**src/jic_pkg.sv**
```systemverilog
// joystick input conditioner: shared widths, types and constants
// used by the top level and the serial axis shaper; no dependencies
`default_nettype none

package jic_pkg;

	localparam int SAMPLE_W  = 12;               // converter sample and centre width
	localparam int DZ_W      = 12;               // deadzone register width
	localparam int RANGE_W   = 11;               // full-scale register width
	localparam int POS_W     = 12;               // signed position width
	localparam int MAG_W     = RANGE_W;          // clamped magnitude width
	localparam int CUBE_W    = 3 * MAG_W;        // widest product (cube)
	localparam int CNT_W     = $clog2(MAG_W);    // digit counter width
	localparam int QUO_SHIFT = MAG_W - 1;        // first divisor alignment
	localparam int CFG_IDX_W = 1;
	localparam int CFG_W     = 12;

	localparam logic [CFG_IDX_W-1:0] REG_DEADZONE   = 1'd0;
	localparam logic [CFG_IDX_W-1:0] REG_FULL_SCALE = 1'd1;

	localparam logic [DZ_W-1:0]    DEADZONE_RST   = 12'd200;
	localparam logic [RANGE_W-1:0] FULL_SCALE_RST = 11'd800;

	// status of one axis shaper
	typedef struct packed {
		logic                    done;
		logic signed [POS_W-1:0] pos;
	} axis_stat_t;

endpackage

`default_nettype wire

```
**src/joystick_input_conditioner.sv**
```systemverilog
// joystick_input_conditioner: centre capture, deadzone, clamp, cubic curve, fire edge
// one word in flight: a new word is taken only once the last result is loaded into the output
// register, which waits on out_ready; the work is the bit-serial multiply and divide (three
// multiplies and a divide) in each axis shaper, which an axis with zero offset skips
// reset: asynchronous, clears centre, calibration and press history; registers to defaults
// depends on jic_pkg and jic_axis_shaper
`default_nettype none

module joystick_input_conditioner #(
	parameter int ADC_BITS = 12
) (
	input  wire logic                                 clk,
	input  wire logic                                 arst_n,
	input  wire logic                                 in_valid,
	output      logic                                 in_ready,
	input  wire logic [jic_pkg::SAMPLE_W-1:0]         adc_x,
	input  wire logic [jic_pkg::SAMPLE_W-1:0]         adc_y,
	input  wire logic                                 button_level,
	input  wire logic                                 recalibrate,
	output      logic                                 out_valid,
	input  wire logic                                 out_ready,
	output      logic signed [jic_pkg::POS_W-1:0]     pos_x,
	output      logic signed [jic_pkg::POS_W-1:0]     pos_y,
	output      logic                                 fire,
	input  wire logic                                 cfg_valid,
	output      logic                                 cfg_ready,
	input  wire logic [jic_pkg::CFG_IDX_W-1:0]        cfg_index,
	input  wire logic [jic_pkg::CFG_W-1:0]            cfg_data
);
	import jic_pkg::*;

	localparam int USE_BITS = (ADC_BITS < SAMPLE_W) ? ADC_BITS : SAMPLE_W;
	localparam logic [SAMPLE_W-1:0] ADC_MASK = {SAMPLE_W{1'b1}} >> (SAMPLE_W - USE_BITS);

	typedef enum logic [2:0] {
		ST_IDLE = 3'b001,
		ST_RUN  = 3'b010,
		ST_HOLD = 3'b100
	} top_state_t;

	top_state_t            state_q;
	logic [DZ_W-1:0]       deadzone_q;
	logic [RANGE_W-1:0]    full_scale_q;
	logic [SAMPLE_W-1:0]   center_x_q;
	logic [SAMPLE_W-1:0]   center_y_q;
	logic                  calibrated_q;
	logic                  was_pressed_q;
	logic                  fire_pend_q;
	logic                  out_valid_q;
	logic signed [POS_W-1:0] pos_x_q;
	logic signed [POS_W-1:0] pos_y_q;
	logic                  fire_q;

	logic                  accept;
	logic                  calib;
	logic                  pressed;
	logic [SAMPLE_W-1:0]   ax;
	logic [SAMPLE_W-1:0]   ay;
	logic [SAMPLE_W-1:0]   cx_new;
	logic [SAMPLE_W-1:0]   cy_new;
	logic                  both_done;
	logic                  out_free;
	logic                  load;
	axis_stat_t            stat_x;
	axis_stat_t            stat_y;

	assign in_ready  = state_q == ST_IDLE;
	assign accept    = in_valid & in_ready;
	assign cfg_ready = 1'b1;

	// sample masking and centre selection
	assign ax      = adc_x & ADC_MASK;
	assign ay      = adc_y & ADC_MASK;
	assign calib   = recalibrate | ~calibrated_q;
	assign cx_new  = calib ? ax : center_x_q;
	assign cy_new  = calib ? ay : center_y_q;
	assign pressed = ~button_level;

	// configuration registers
	always_ff @(posedge clk or negedge arst_n) begin
		if (!arst_n) begin
			deadzone_q   <= DEADZONE_RST;
			full_scale_q <= FULL_SCALE_RST;
		end else if (cfg_valid) begin
			case (cfg_index)
				REG_DEADZONE:   deadzone_q   <= cfg_data[DZ_W-1:0];
				REG_FULL_SCALE: full_scale_q <= cfg_data[RANGE_W-1:0];
				default: ;
			endcase
		end
	end

	// centre, calibration and press history
	always_ff @(posedge clk or negedge arst_n) begin
		if (!arst_n) begin
			center_x_q    <= '0;
			center_y_q    <= '0;
			calibrated_q  <= 1'b0;
			was_pressed_q <= 1'b0;
			fire_pend_q   <= 1'b0;
		end else if (accept) begin
			center_x_q    <= cx_new;
			center_y_q    <= cy_new;
			calibrated_q  <= 1'b1;
			was_pressed_q <= pressed;
			fire_pend_q   <= pressed & ~was_pressed_q;
		end
	end

	// per-axis serial shapers
	jic_axis_shaper u_shape_x (
		.clk        (clk),
		.arst_n     (arst_n),
		.start      (accept),
		.sample     (ax),
		.center     (cx_new),
		.deadzone   (deadzone_q),
		.full_scale (full_scale_q),
		.stat       (stat_x)
	);

	jic_axis_shaper u_shape_y (
		.clk        (clk),
		.arst_n     (arst_n),
		.start      (accept),
		.sample     (ay),
		.center     (cy_new),
		.deadzone   (deadzone_q),
		.full_scale (full_scale_q),
		.stat       (stat_y)
	);

	assign both_done = stat_x.done & stat_y.done;
	assign out_free  = ~out_valid_q | out_ready;
	assign load      = (state_q != ST_IDLE) & both_done & out_free;

	// sequencing of one word
	always_ff @(posedge clk or negedge arst_n) begin
		if (!arst_n) begin
			state_q <= ST_IDLE;
		end else begin
			case (state_q)
				ST_IDLE: begin
					if (accept) begin
						state_q <= ST_RUN;
					end
				end
				ST_RUN: begin
					if (both_done) begin
						state_q <= out_free ? ST_IDLE : ST_HOLD;
					end
				end
				ST_HOLD: begin
					if (out_free) begin
						state_q <= ST_IDLE;
					end
				end
				default: state_q <= ST_IDLE;
			endcase
		end
	end

	// output register
	always_ff @(posedge clk or negedge arst_n) begin
		if (!arst_n) begin
			out_valid_q <= 1'b0;
		end else if (load) begin
			out_valid_q <= 1'b1;
		end else if (out_ready) begin
			out_valid_q <= 1'b0;
		end
	end

	always_ff @(posedge clk) begin
		if (load) begin
			pos_x_q <= stat_x.pos;
			pos_y_q <= stat_y.pos;
			fire_q  <= fire_pend_q;
		end
	end

	assign out_valid = out_valid_q;
	assign pos_x     = pos_x_q;
	assign pos_y     = pos_y_q;
	assign fire      = fire_q;

endmodule

`default_nettype wire

```
**src/jic_axis_shaper.sv**
```systemverilog
// one axis: deadzone, clamp and cubic curve v*v*v/(m*m) truncated to zero
// shift-add multiplies and a restoring divide, one bit per cycle; uses jic_pkg
`default_nettype none

module jic_axis_shaper (
	input  wire logic                          clk,
	input  wire logic                          arst_n,
	input  wire logic                          start,
	input  wire logic [jic_pkg::SAMPLE_W-1:0]  sample,
	input  wire logic [jic_pkg::SAMPLE_W-1:0]  center,
	input  wire logic [jic_pkg::DZ_W-1:0]      deadzone,
	input  wire logic [jic_pkg::RANGE_W-1:0]   full_scale,
	output jic_pkg::axis_stat_t                stat
);
	import jic_pkg::*;

	typedef enum logic [5:0] {
		SH_IDLE = 6'b000001,
		SH_SQR  = 6'b000010,
		SH_CUBE = 6'b000100,
		SH_MSQ  = 6'b001000,
		SH_DIV  = 6'b010000,
		SH_DONE = 6'b100000
	} sh_state_t;

	sh_state_t            state_q;
	logic [CNT_W-1:0]     cnt_q;
	logic                 neg_q;
	logic [MAG_W-1:0]     mag_q;
	logic [CUBE_W-1:0]    acc_q;
	logic [CUBE_W-1:0]    mcand_q;
	logic [MAG_W-1:0]     mplier_q;
	logic [CUBE_W-1:0]    rem_q;
	logic [CUBE_W-1:0]    div_q;
	logic [MAG_W-1:0]     quo_q;

	logic                 neg_c;
	logic [SAMPLE_W-1:0]  absd_c;
	logic [MAG_W-1:0]     mag_c;
	logic [CUBE_W-1:0]    acc_sum;
	logic                 last_digit;
	logic                 rem_ge;
	logic [POS_W-1:0]     quo_ext;

	// offset magnitude, deadzone and clamp
	always_comb begin
		neg_c  = sample < center;
		absd_c = neg_c ? (center - sample) : (sample - center);
		if (absd_c < {1'b0, deadzone[DZ_W-1:1]}) begin
			mag_c = '0;
		end else if (absd_c > {1'b0, full_scale}) begin
			mag_c = full_scale;
		end else begin
			mag_c = absd_c[MAG_W-1:0];
		end
	end

	// shared shift-add step and restoring divide compare
	assign acc_sum    = acc_q + (mplier_q[0] ? mcand_q : '0);
	assign last_digit = cnt_q == CNT_W'(MAG_W - 1);
	assign rem_ge     = rem_q >= div_q;

	always_ff @(posedge clk or negedge arst_n) begin
		if (!arst_n) begin
			state_q <= SH_IDLE;
			cnt_q   <= '0;
		end else begin
			cnt_q <= '0;
			case (state_q)
				SH_IDLE, SH_DONE: begin
					if (start) begin
						state_q <= (mag_c == '0) ? SH_DONE : SH_SQR;
					end
				end
				SH_SQR: begin
					cnt_q <= last_digit ? '0 : cnt_q + 1'b1;
					if (last_digit) begin
						state_q <= SH_CUBE;
					end
				end
				SH_CUBE: begin
					cnt_q <= last_digit ? '0 : cnt_q + 1'b1;
					if (last_digit) begin
						state_q <= SH_MSQ;
					end
				end
				SH_MSQ: begin
					cnt_q <= last_digit ? '0 : cnt_q + 1'b1;
					if (last_digit) begin
						state_q <= SH_DIV;
					end
				end
				SH_DIV: begin
					cnt_q <= last_digit ? '0 : cnt_q + 1'b1;
					if (last_digit) begin
						state_q <= SH_DONE;
					end
				end
				default: state_q <= SH_IDLE;
			endcase
		end
	end

	// datapath registers
	always_ff @(posedge clk) begin
		case (state_q)
			SH_IDLE, SH_DONE: begin
				if (start) begin
					neg_q    <= neg_c;
					mag_q    <= mag_c;
					acc_q    <= '0;
					mcand_q  <= CUBE_W'(mag_c);
					mplier_q <= mag_c;
					quo_q    <= '0;
				end
			end
			SH_SQR: begin
				if (last_digit) begin
					acc_q    <= '0;
					mcand_q  <= acc_sum;
					mplier_q <= mag_q;
				end else begin
					acc_q    <= acc_sum;
					mcand_q  <= {mcand_q[CUBE_W-2:0], 1'b0};
					mplier_q <= mplier_q >> 1;
				end
			end
			SH_CUBE: begin
				if (last_digit) begin
					rem_q    <= acc_sum;
					acc_q    <= '0;
					mcand_q  <= CUBE_W'(full_scale);
					mplier_q <= full_scale;
				end else begin
					acc_q    <= acc_sum;
					mcand_q  <= {mcand_q[CUBE_W-2:0], 1'b0};
					mplier_q <= mplier_q >> 1;
				end
			end
			SH_MSQ: begin
				if (last_digit) begin
					div_q <= {acc_sum[CUBE_W-1-QUO_SHIFT:0], {QUO_SHIFT{1'b0}}};
					quo_q <= '0;
				end else begin
					acc_q    <= acc_sum;
					mcand_q  <= {mcand_q[CUBE_W-2:0], 1'b0};
					mplier_q <= mplier_q >> 1;
				end
			end
			SH_DIV: begin
				quo_q <= {quo_q[MAG_W-2:0], rem_ge};
				if (rem_ge) begin
					rem_q <= rem_q - div_q;
				end
				div_q <= div_q >> 1;
			end
			default: ;
		endcase
	end

	// signed result, held until the next start
	assign quo_ext   = {1'b0, quo_q};
	assign stat.done = state_q == SH_DONE;
	assign stat.pos  = neg_q ? $signed(POS_W'(0) - quo_ext) : $signed(quo_ext);

endmodule

`default_nettype wire

```
**config.mk**
```make
export PLATFORM = sky130hd
export DESIGN_NAME = joystick_input_conditioner
export DESIGN_NICKNAME = d
export VERILOG_FILES = /design/src/jic_pkg.sv /design/src/joystick_input_conditioner.sv /design/src/jic_axis_shaper.sv
export SDC_FILE = /design/constraint.sdc
export NUM_CORES = 1
export LEC_CHECK = 0
export BUFFER_PORTS_ARGS = -buffer_cell sky130_fd_sc_hd__buf_2
export CORE_MARGIN = 4
export CORE_UTILIZATION = 57
export DETAILED_ROUTE_END_ITERATION = 10
export HOLD_SLACK_MARGIN = 0.05
export PLACE_DENSITY = 0.74
export SYNTH_ARGS = -nofsm -noshare
export SYNTH_HDL_FRONTEND = slang
export SYNTH_SLANG_ARGS = --single-unit
```
**constraint.sdc**
```tcl
create_clock -name clk -period 8 [get_ports clk]
set_input_delay 0.4 -clock clk [delete_from_list [all_inputs] [get_ports clk]]
set_output_delay 0.4 -clock clk [all_outputs]
set_load 0.05 [all_outputs]
```
# Word-level counts from Yosys, hierarchy flattened
# Index checks and enable logic that the tools add are counted.
[totals]
register_bits = 431
word_cells = 216
[classes]
bitwise = 12
n_eq_ne = 35
n_reduce_logical = 36
addsub = 12
magnitude_cmp = 8
muxes = 79
[op_table]
columns = ["op", "count"]
rows = [
  ["$mux 33", 21],
  ["$pmux 33 s2", 4],
  ["$pmux 33 s4", 2],
  ["$pmux 33 s3", 2],
  ["$mux 11", 17],
  ["$pmux 11 s4", 2],
  ["$mux 6", 12],
  ["$add 33x33->33", 2],
  ["$ge 33x33->1", 2],
  ["$pmux 11 s3", 2],
  ["$sub 33x33->33", 2],
  ["$pmux 6 s5", 2],
  ["$mux 12", 4],
  ["$sub 12x12->12", 4],
  ["$reduce_and 3->1", 9],
  ["$gt 12x11->1", 2],
  ["$lt 12x11->1", 2],
  ["$lt 12x12->1", 2],
  ["$sub 1x11->12 const A", 2],
  ["$logic_not 11->1", 2],
  ["$ne 2x1->1 const B", 11],
  ["$mux 4", 4],
  ["$eq 6x1->1 const B", 2],
  ["$eq 6x2->1 const B", 2],
  ["24 further kinds", 66],
]

# Longest topological paths before layout
[depth]
word_depth = 12
ltp_mapped = 31
mapped_depth_nobuf = 27

# By module
# From an unflattened synthesis, not the netlist that was laid out.
[hier_totals]
hier_cells = 2934
hier_area_um2 = 29184.2
[by_module_without_submodules]
columns = ["mod", "area_each_um2", "n_inst", "cells_each", "seq_area_each_um2"]
rows = [
  ["jic_axis_shaper at u_shape_x", 12977.4, 1, 1380, 5236.3],
  ["jic_axis_shaper at u_shape_y", 12958.7, 1, 1368, 5236.3],
  ["joystick_input_conditioner", 3248.1, 1, 186, 2110.8],
]

# Worst setup path before layout
# OpenSTA, ideal clock, no wires.
[synth_timing]
path_type = "reg2reg"
startpoint = "reg state_q[0]"
endpoint = "reg u_shape_y.mcand_q[0], enable pin"
t_required_ns = 7.487
arrival_ns = 5.730
slack_ns = 1.757
stages_incl_launch_ff = 6
n_path_buf = 1
period_less_slack_ns = 6.243
setup_ns = 0.513
path_cell_list = "dfstp_2 nor3b_1 and2_1 clkbuf_1 nand2_1 a21boi_0"
[synth_between]
elab_chain_len = 4
[synth_lines]
columns = ["element", "line_no", "rtl"]
rows = [
  ["start, declared", "joystick_input_conditioner.sv:41", "top_state_t state_q;"],
  ["start signal, assigned", "joystick_input_conditioner.sv:150", "state_q <= out_free ? ST_IDLE : ST_HOLD;"],
  ["$eq 3x1->1", "joystick_input_conditioner.sv:67", "assign in_ready = state_q == ST_IDLE;"],
  ["net in_ready", "joystick_input_conditioner.sv:15", "output logic in_ready,"],
  ["$and 1x1->1", "joystick_input_conditioner.sv:68", "assign accept = in_valid & in_ready;"],
  ["$ne 2x2->1 (no line)", "-", ""],
  ["$reduce_and 3->1 (no line)", "-", ""],
  ["end signal, assigned", "jic_axis_shaper.sv:112", "mcand_q <= CUBE_W'(mag_c);"],
  ["end signal, assigned", "jic_axis_shaper.sv:120", "mcand_q <= acc_sum;"],
  ["end signal, assigned", "jic_axis_shaper.sv:124", "mcand_q <= {mcand_q[CUBE_W-2:0], 1'b0};"],
  ["end, declared", "jic_axis_shaper.sv:31", "logic [CUBE_W-1:0] mcand_q;"],
]
# The timed path passes the listed nets, and every way through them passes these cells.
# A chain may end at the register's enable or synchronous reset.

# Worst setup path after layout
[layout_timing]
startpoint = "reg calibrated_q"
endpoint = "reg u_shape_x.state_q[1]"
[layout_between]
elab_chain_len = 12
elab_cells_between_ends = 15
[layout_lines]
columns = ["element", "line_no", "rtl"]
rows = [
  ["start, declared", "joystick_input_conditioner.sv:46", "logic calibrated_q;"],
  ["start signal, assigned", "joystick_input_conditioner.sv:98", "calibrated_q <= 1'b0;"],
  ["start signal, assigned", "joystick_input_conditioner.sv:104", "calibrated_q <= 1'b1;"],
  ["$not 1->1 *", "joystick_input_conditioner.sv:74", "assign calib = recalibrate | ~calibrated_q;"],
  ["$or 1x1->1 *", "joystick_input_conditioner.sv:74", ""],
  ["$mux 12 *", "joystick_input_conditioner.sv:75", "assign cx_new = calib ? ax : center_x_q;"],
  ["$lt 12x12->1 *", "jic_axis_shaper.sv:47", "neg_c = sample < center;"],
  ["net u_shape_x.neg_c", "jic_axis_shaper.sv:37", "logic neg_c;"],
  ["$mux 12 *", "jic_axis_shaper.sv:48", "absd_c = neg_c ? (center - sample) : (sample - center);"],
  ["$gt 12x11->1", "jic_axis_shaper.sv:51", "end else if (absd_c > {1'b0, full_scale}) begin"],
  ["$mux 11", "jic_axis_shaper.sv:51", ""],
  ["$mux 11 *", "jic_axis_shaper.sv:49", "if (absd_c < {1'b0, deadzone[DZ_W-1:1]}) begin"],
  ["net u_shape_x.mag_c[8]", "jic_axis_shaper.sv:39", "logic [MAG_W-1:0] mag_c;"],
  ["$logic_not 11->1 *", "jic_axis_shaper.sv:72", "state_q <= (mag_c == '0) ? SH_DONE : SH_SQR;"],
  ["$mux 6 *", "jic_axis_shaper.sv:72", ""],
  ["$mux 6 *", "jic_axis_shaper.sv:71", "if (start) begin"],
  ["$pmux 6 s5 *", "jic_axis_shaper.sv:69", "case (state_q)"],
  ["end signal, assigned", "jic_axis_shaper.sv:72", ""],
  ["end, declared", "jic_axis_shaper.sv:26", "sh_state_t state_q;"],
]
# The timed path passes the listed nets; every way through them passes the cells marked *. The select of a mux whose other input is x is not followed.

==> impl_metrics.py <==
metrics = {
    "placed_design": {
        "postPlaceCellArea_mm2": 0.0294,
        "numPortBuffers": 70,
        "hpwl_um": 50900,
        "place_congestion": 0.892,
    },
    "die": {
        "die_height_um": 231,
        "start_util_pct": 57.8,
        "die-width_um": 231,
        "die_area_mm2": 0.0534,
        "rows": 81,
        "core_area_mm2": 0.0491,
        "io_pins": 72,
    },
    "power": {
        "leakagePower_nw": 13.3,
        "p_per_area_mw_per_mm2": 178,
        "max-vdd-ir-drop_uv": 148,
    },
    "clock_network": {
        "clockBufferDepth": 3,
        "numCtsBuffers": 49,
        "clkLatencyLatePin_ns": 0.59,
        "cts_htree_levels": 2,
        "cts_tree": "done",
        "cts.sinks": 430,
        "clkSlewWorstSetupHoldPaths_ns": 0.06,
        "cts_root_buffer": "clkbuf_16",
    },
    "logic_synthesis": {
        "synth_area_per_cell_um2": 9.60,
        "synth_edf_count": 357,
        "syn_nets": 3215,
        "yosys.area.top_type_share_pct": 37.8,
        "synth_common_cells": "edfxtp_1, nand2_1, o21ai_0",
        "ys.flop_type": "edfxtp_1",
        "ys_warn_count": 0,
        "synth-seq-area-share_pct": 44.3,
        "ys_ff_latch": 430,
        "ys_types": 93,
        "synth_top_area_cell": "edfxtp_1",
        "synth_most_common_cell": "edfxtp_1",
        "synthesis.area_mm2": 0.0284,
        "ys_top_cells_by_area": "edfxtp_1, ha_1, dfrtp_1",
        "async_reset_ff_share_pct": 17.0,
        "syn_inst": 2953,
    },
    "layout": {
        "areaGrowthSynthToFinish_pct": 9.65,
        "n_fill_cell": 4069,
        "fin_area_mm2": 0.0311,
        "nets": 3258,
        "layout-drive-gt1-share_pct": 8.37,
    },
    "timing": {
        "worstMarginPinSlew_ns": 1.04,
        "max_freq_ghz": 0.138,
        "finalCriticalPeriod_ns": 7.25,
        "clock_skew_ns": 0.0144,
        "hold_viol": 0,
        "drv_slew": 0,
        "fin_crit_sh_pct": 90.6,
        "grt_setup_unrepaired": "no",
        "setup_viol": 0,
        "whs_ns": 0.0871,
        "final.setup.tns_ns": 0,
        "slew-limit-headroom_pct": 30.6,
    },
    "grt": {
        "grt_pass1_vias": 22200,
        "grt_usage_pct": 26.0,
        "grt_pass1_wl_um": 114000,
        "antenna_found_initial": 2,
        "overflow": 0,
        "grt_max_degree": 86,
    },
    "detailed_routing": {
        "drtPass1Iterations": 6,
        "drc": 0,
        "antenna_left": 0,
        "vias_per_cell": 6.11,
        "wl_um": 70900,
        "via_count": 22600,
        "first_iter_violations": 1979,
        "routedWlPerCell_um": 19.2,
    },
    "job": {
        "max-cap-violations": 0,
    },
    "run_status": {
        "status": "finished clean",
    },
    "critical_path": {
        "worstPathRequired_ns": 8.47,
        "worstPathArrival_ns": 7.72,
        "regToRegEndpoint": "u_shape_x.state_q[1]",
        "crit_fanout": 27,
        "ff2ff_setup_slack_ns": 0.75,
        "crit_end": "u_shape_x.state_q[1]",
        "r2r_start": "calibrated_q",
        "r2r_cells": 25,
        "cp-start-kind": "flip-flop",
        "critPathKind": "reg -> reg",
        "endpoint_kind": "flip-flop",
        "startpoint": "calibrated_q",
    },
    "worst_hold_path": {
        "hold_path_class": "in -> reg",
    },
}
final cells by class:
cell class / count / area, µm² / area share [%]
multi-input cells: 2214 / 14700 / 47.2
flip-flops and latches: 430 / 12600 / 40.4
clock buffers: 59 / 1280 / 4.13
well taps: 664 / 831 / 2.67
inverters: 191 / 717 / 2.31
repair buffers: 110 / 678 / 2.18
clock inverters: 31 / 343 / 1.10
diodes: 2 / 5.00 / 0.0161
where the power goes:
| part | internal [W] | switching (W) |
|---|---|---|
| logic | 0.000287 | 0.000447 |
| clock network | 0.00137 | 0.000930 |
| registers | 0.00247 | 0.0000293 |
critical path: stages, from the launching register on:
cell	delay (ns)
dfrtp_1	0.45
and2b_2	0.39
o21ai_0	0.41
ha_1	0.36
ha_1	0.25
a211o_1	0.29
a21oi_2	0.19
o21ai_2	0.12
a211oi_2	0.63
nor2_1	0.18
inv_1	0.17
mux2i_1	0.31
inv_1	0.13
ha_1	0.30
nor2b_1	0.13
o21a_1	0.15
o21ai_0	0.16
a21oi_1	0.09
or4b_2	0.63
nand3_1	0.09
nand4_1	0.43
a22oi_1	0.43
inv_1	0.10
nor4_1	0.39
o21ai_0	0.17
o21a_1	0.20
cells in the final DEF, fill, tap and decap left out, drive strengths merged, types with 10 or more instances in the layout:
cell type    netlist  routed
a211oi            30      30
a21boi            13      13
a21o             135     135
a21oi            177     177
a22o              16      16
a22oi             17      17
a31o              14      14
a31oi             27      27
and2             110     110
and3              16      16
buf               21     100
clkbuf            97      59
clkinv             0      20
dfrtp             64      64
dlygate4sd3        0      10
edfxtp           357     357
ha               212     212
inv              191     191
mux2              19      19
mux2i             20      20
nand2            297     297
nand2b            39      39
nand3             41      41
nand4             20      20
nor2             247     247
nor2b             33      33
nor3              37      37
nor4              13      13
o211ai            17      17
o21a              23      23
o21ai            272     272
o21bai            21      21
o221ai            17      17
o22ai             21      21
o31ai             13      13
or3               21      21
xnor2             96      96
xor2              50      50
layer usage:
layer	global-route usage, %	part of all wire [%]
met4	9.17	3.3
met2	42.4	46
met3	3.82	6.8
met5	0	0
met1	35.8	44
registers in the layout (all words and copies together) (netlist names), 4 cells and up:
register and flops:
u_shape_x.acc_q 33, u_shape_x.div_q 33, u_shape_x.mcand_q 33, u_shape_x.rem_q 33, u_shape_y.acc_q 33, u_shape_y.div_q 33
u_shape_y.mcand_q 33, u_shape_y.rem_q 33, center_x_q 12, center_y_q 12, pos_x 12, pos_y 12
deadzone_q 11, full_scale_q 11, u_shape_x.mag_q 11, u_shape_x.mplier_q 11, u_shape_x.quo_q 11, u_shape_y.mag_q 11
u_shape_y.mplier_q 11, u_shape_y.quo_q 11, u_shape_x.state_q 6, u_shape_y.state_q 6, u_shape_x.cnt_q 4, u_shape_y.cnt_q 4
per-stage QoR:
stage	worst slack (ns)	std cells	utilization, %	power (W)
after detailed placement	0.553	3599	59.9	0.00326
after global routing	0.147	3700	63.4	0.00575
after floorplan	1.76	2953	-	0.00307
final	0.751	3701	63.4	0.00553
after CTS	0.640	3699	63.4	0.00556
after global placement	0.667	3599	59.9	0.00323
logic make-up (layout without fill, tap and decap cells):
kind of cell	count (synthesis)	count (layout)	synth area share, %
muxes	39	39	1.46
AOI/OAI and AO/OA	889	889	20.1
adders and majority gates	218	218	9.78
buffers and inverters	309	391	4.24
DFF	430	430	44.3
xor gates and xnor gates	146	146	4.51
and+or+nand+nor	921	921	15.6
other	1	3	0.0132
worst min-delay path by stage:
stage	startpoint	to	slack (ns)	depth (start not counted)
6_report	cfg_data[8]	deadzone_q[8]	0.09	3
5_1_grt	cfg_data[4]	full_scale_q[4]	0.08	2
3_5_place_dp	arst_n	center_y_q[5]	0.23	1
3_3_place_gp	arst_n	center_y_q[5]	0.23	1
2_1_floorplan	arst_n	calibrated_q	0.10	0
4_1_cts	cfg_data[4]	full_scale_q[4]	0.05	2
what timing repair did:
item	in CTS	in global routing
endpoints found under the setup margin	0	1
buffers inserted	0	0
hold buffers	10	0
resized for setup	0	1
hold endpoints to repair	20	0
(Power assumes the default switching activity.)
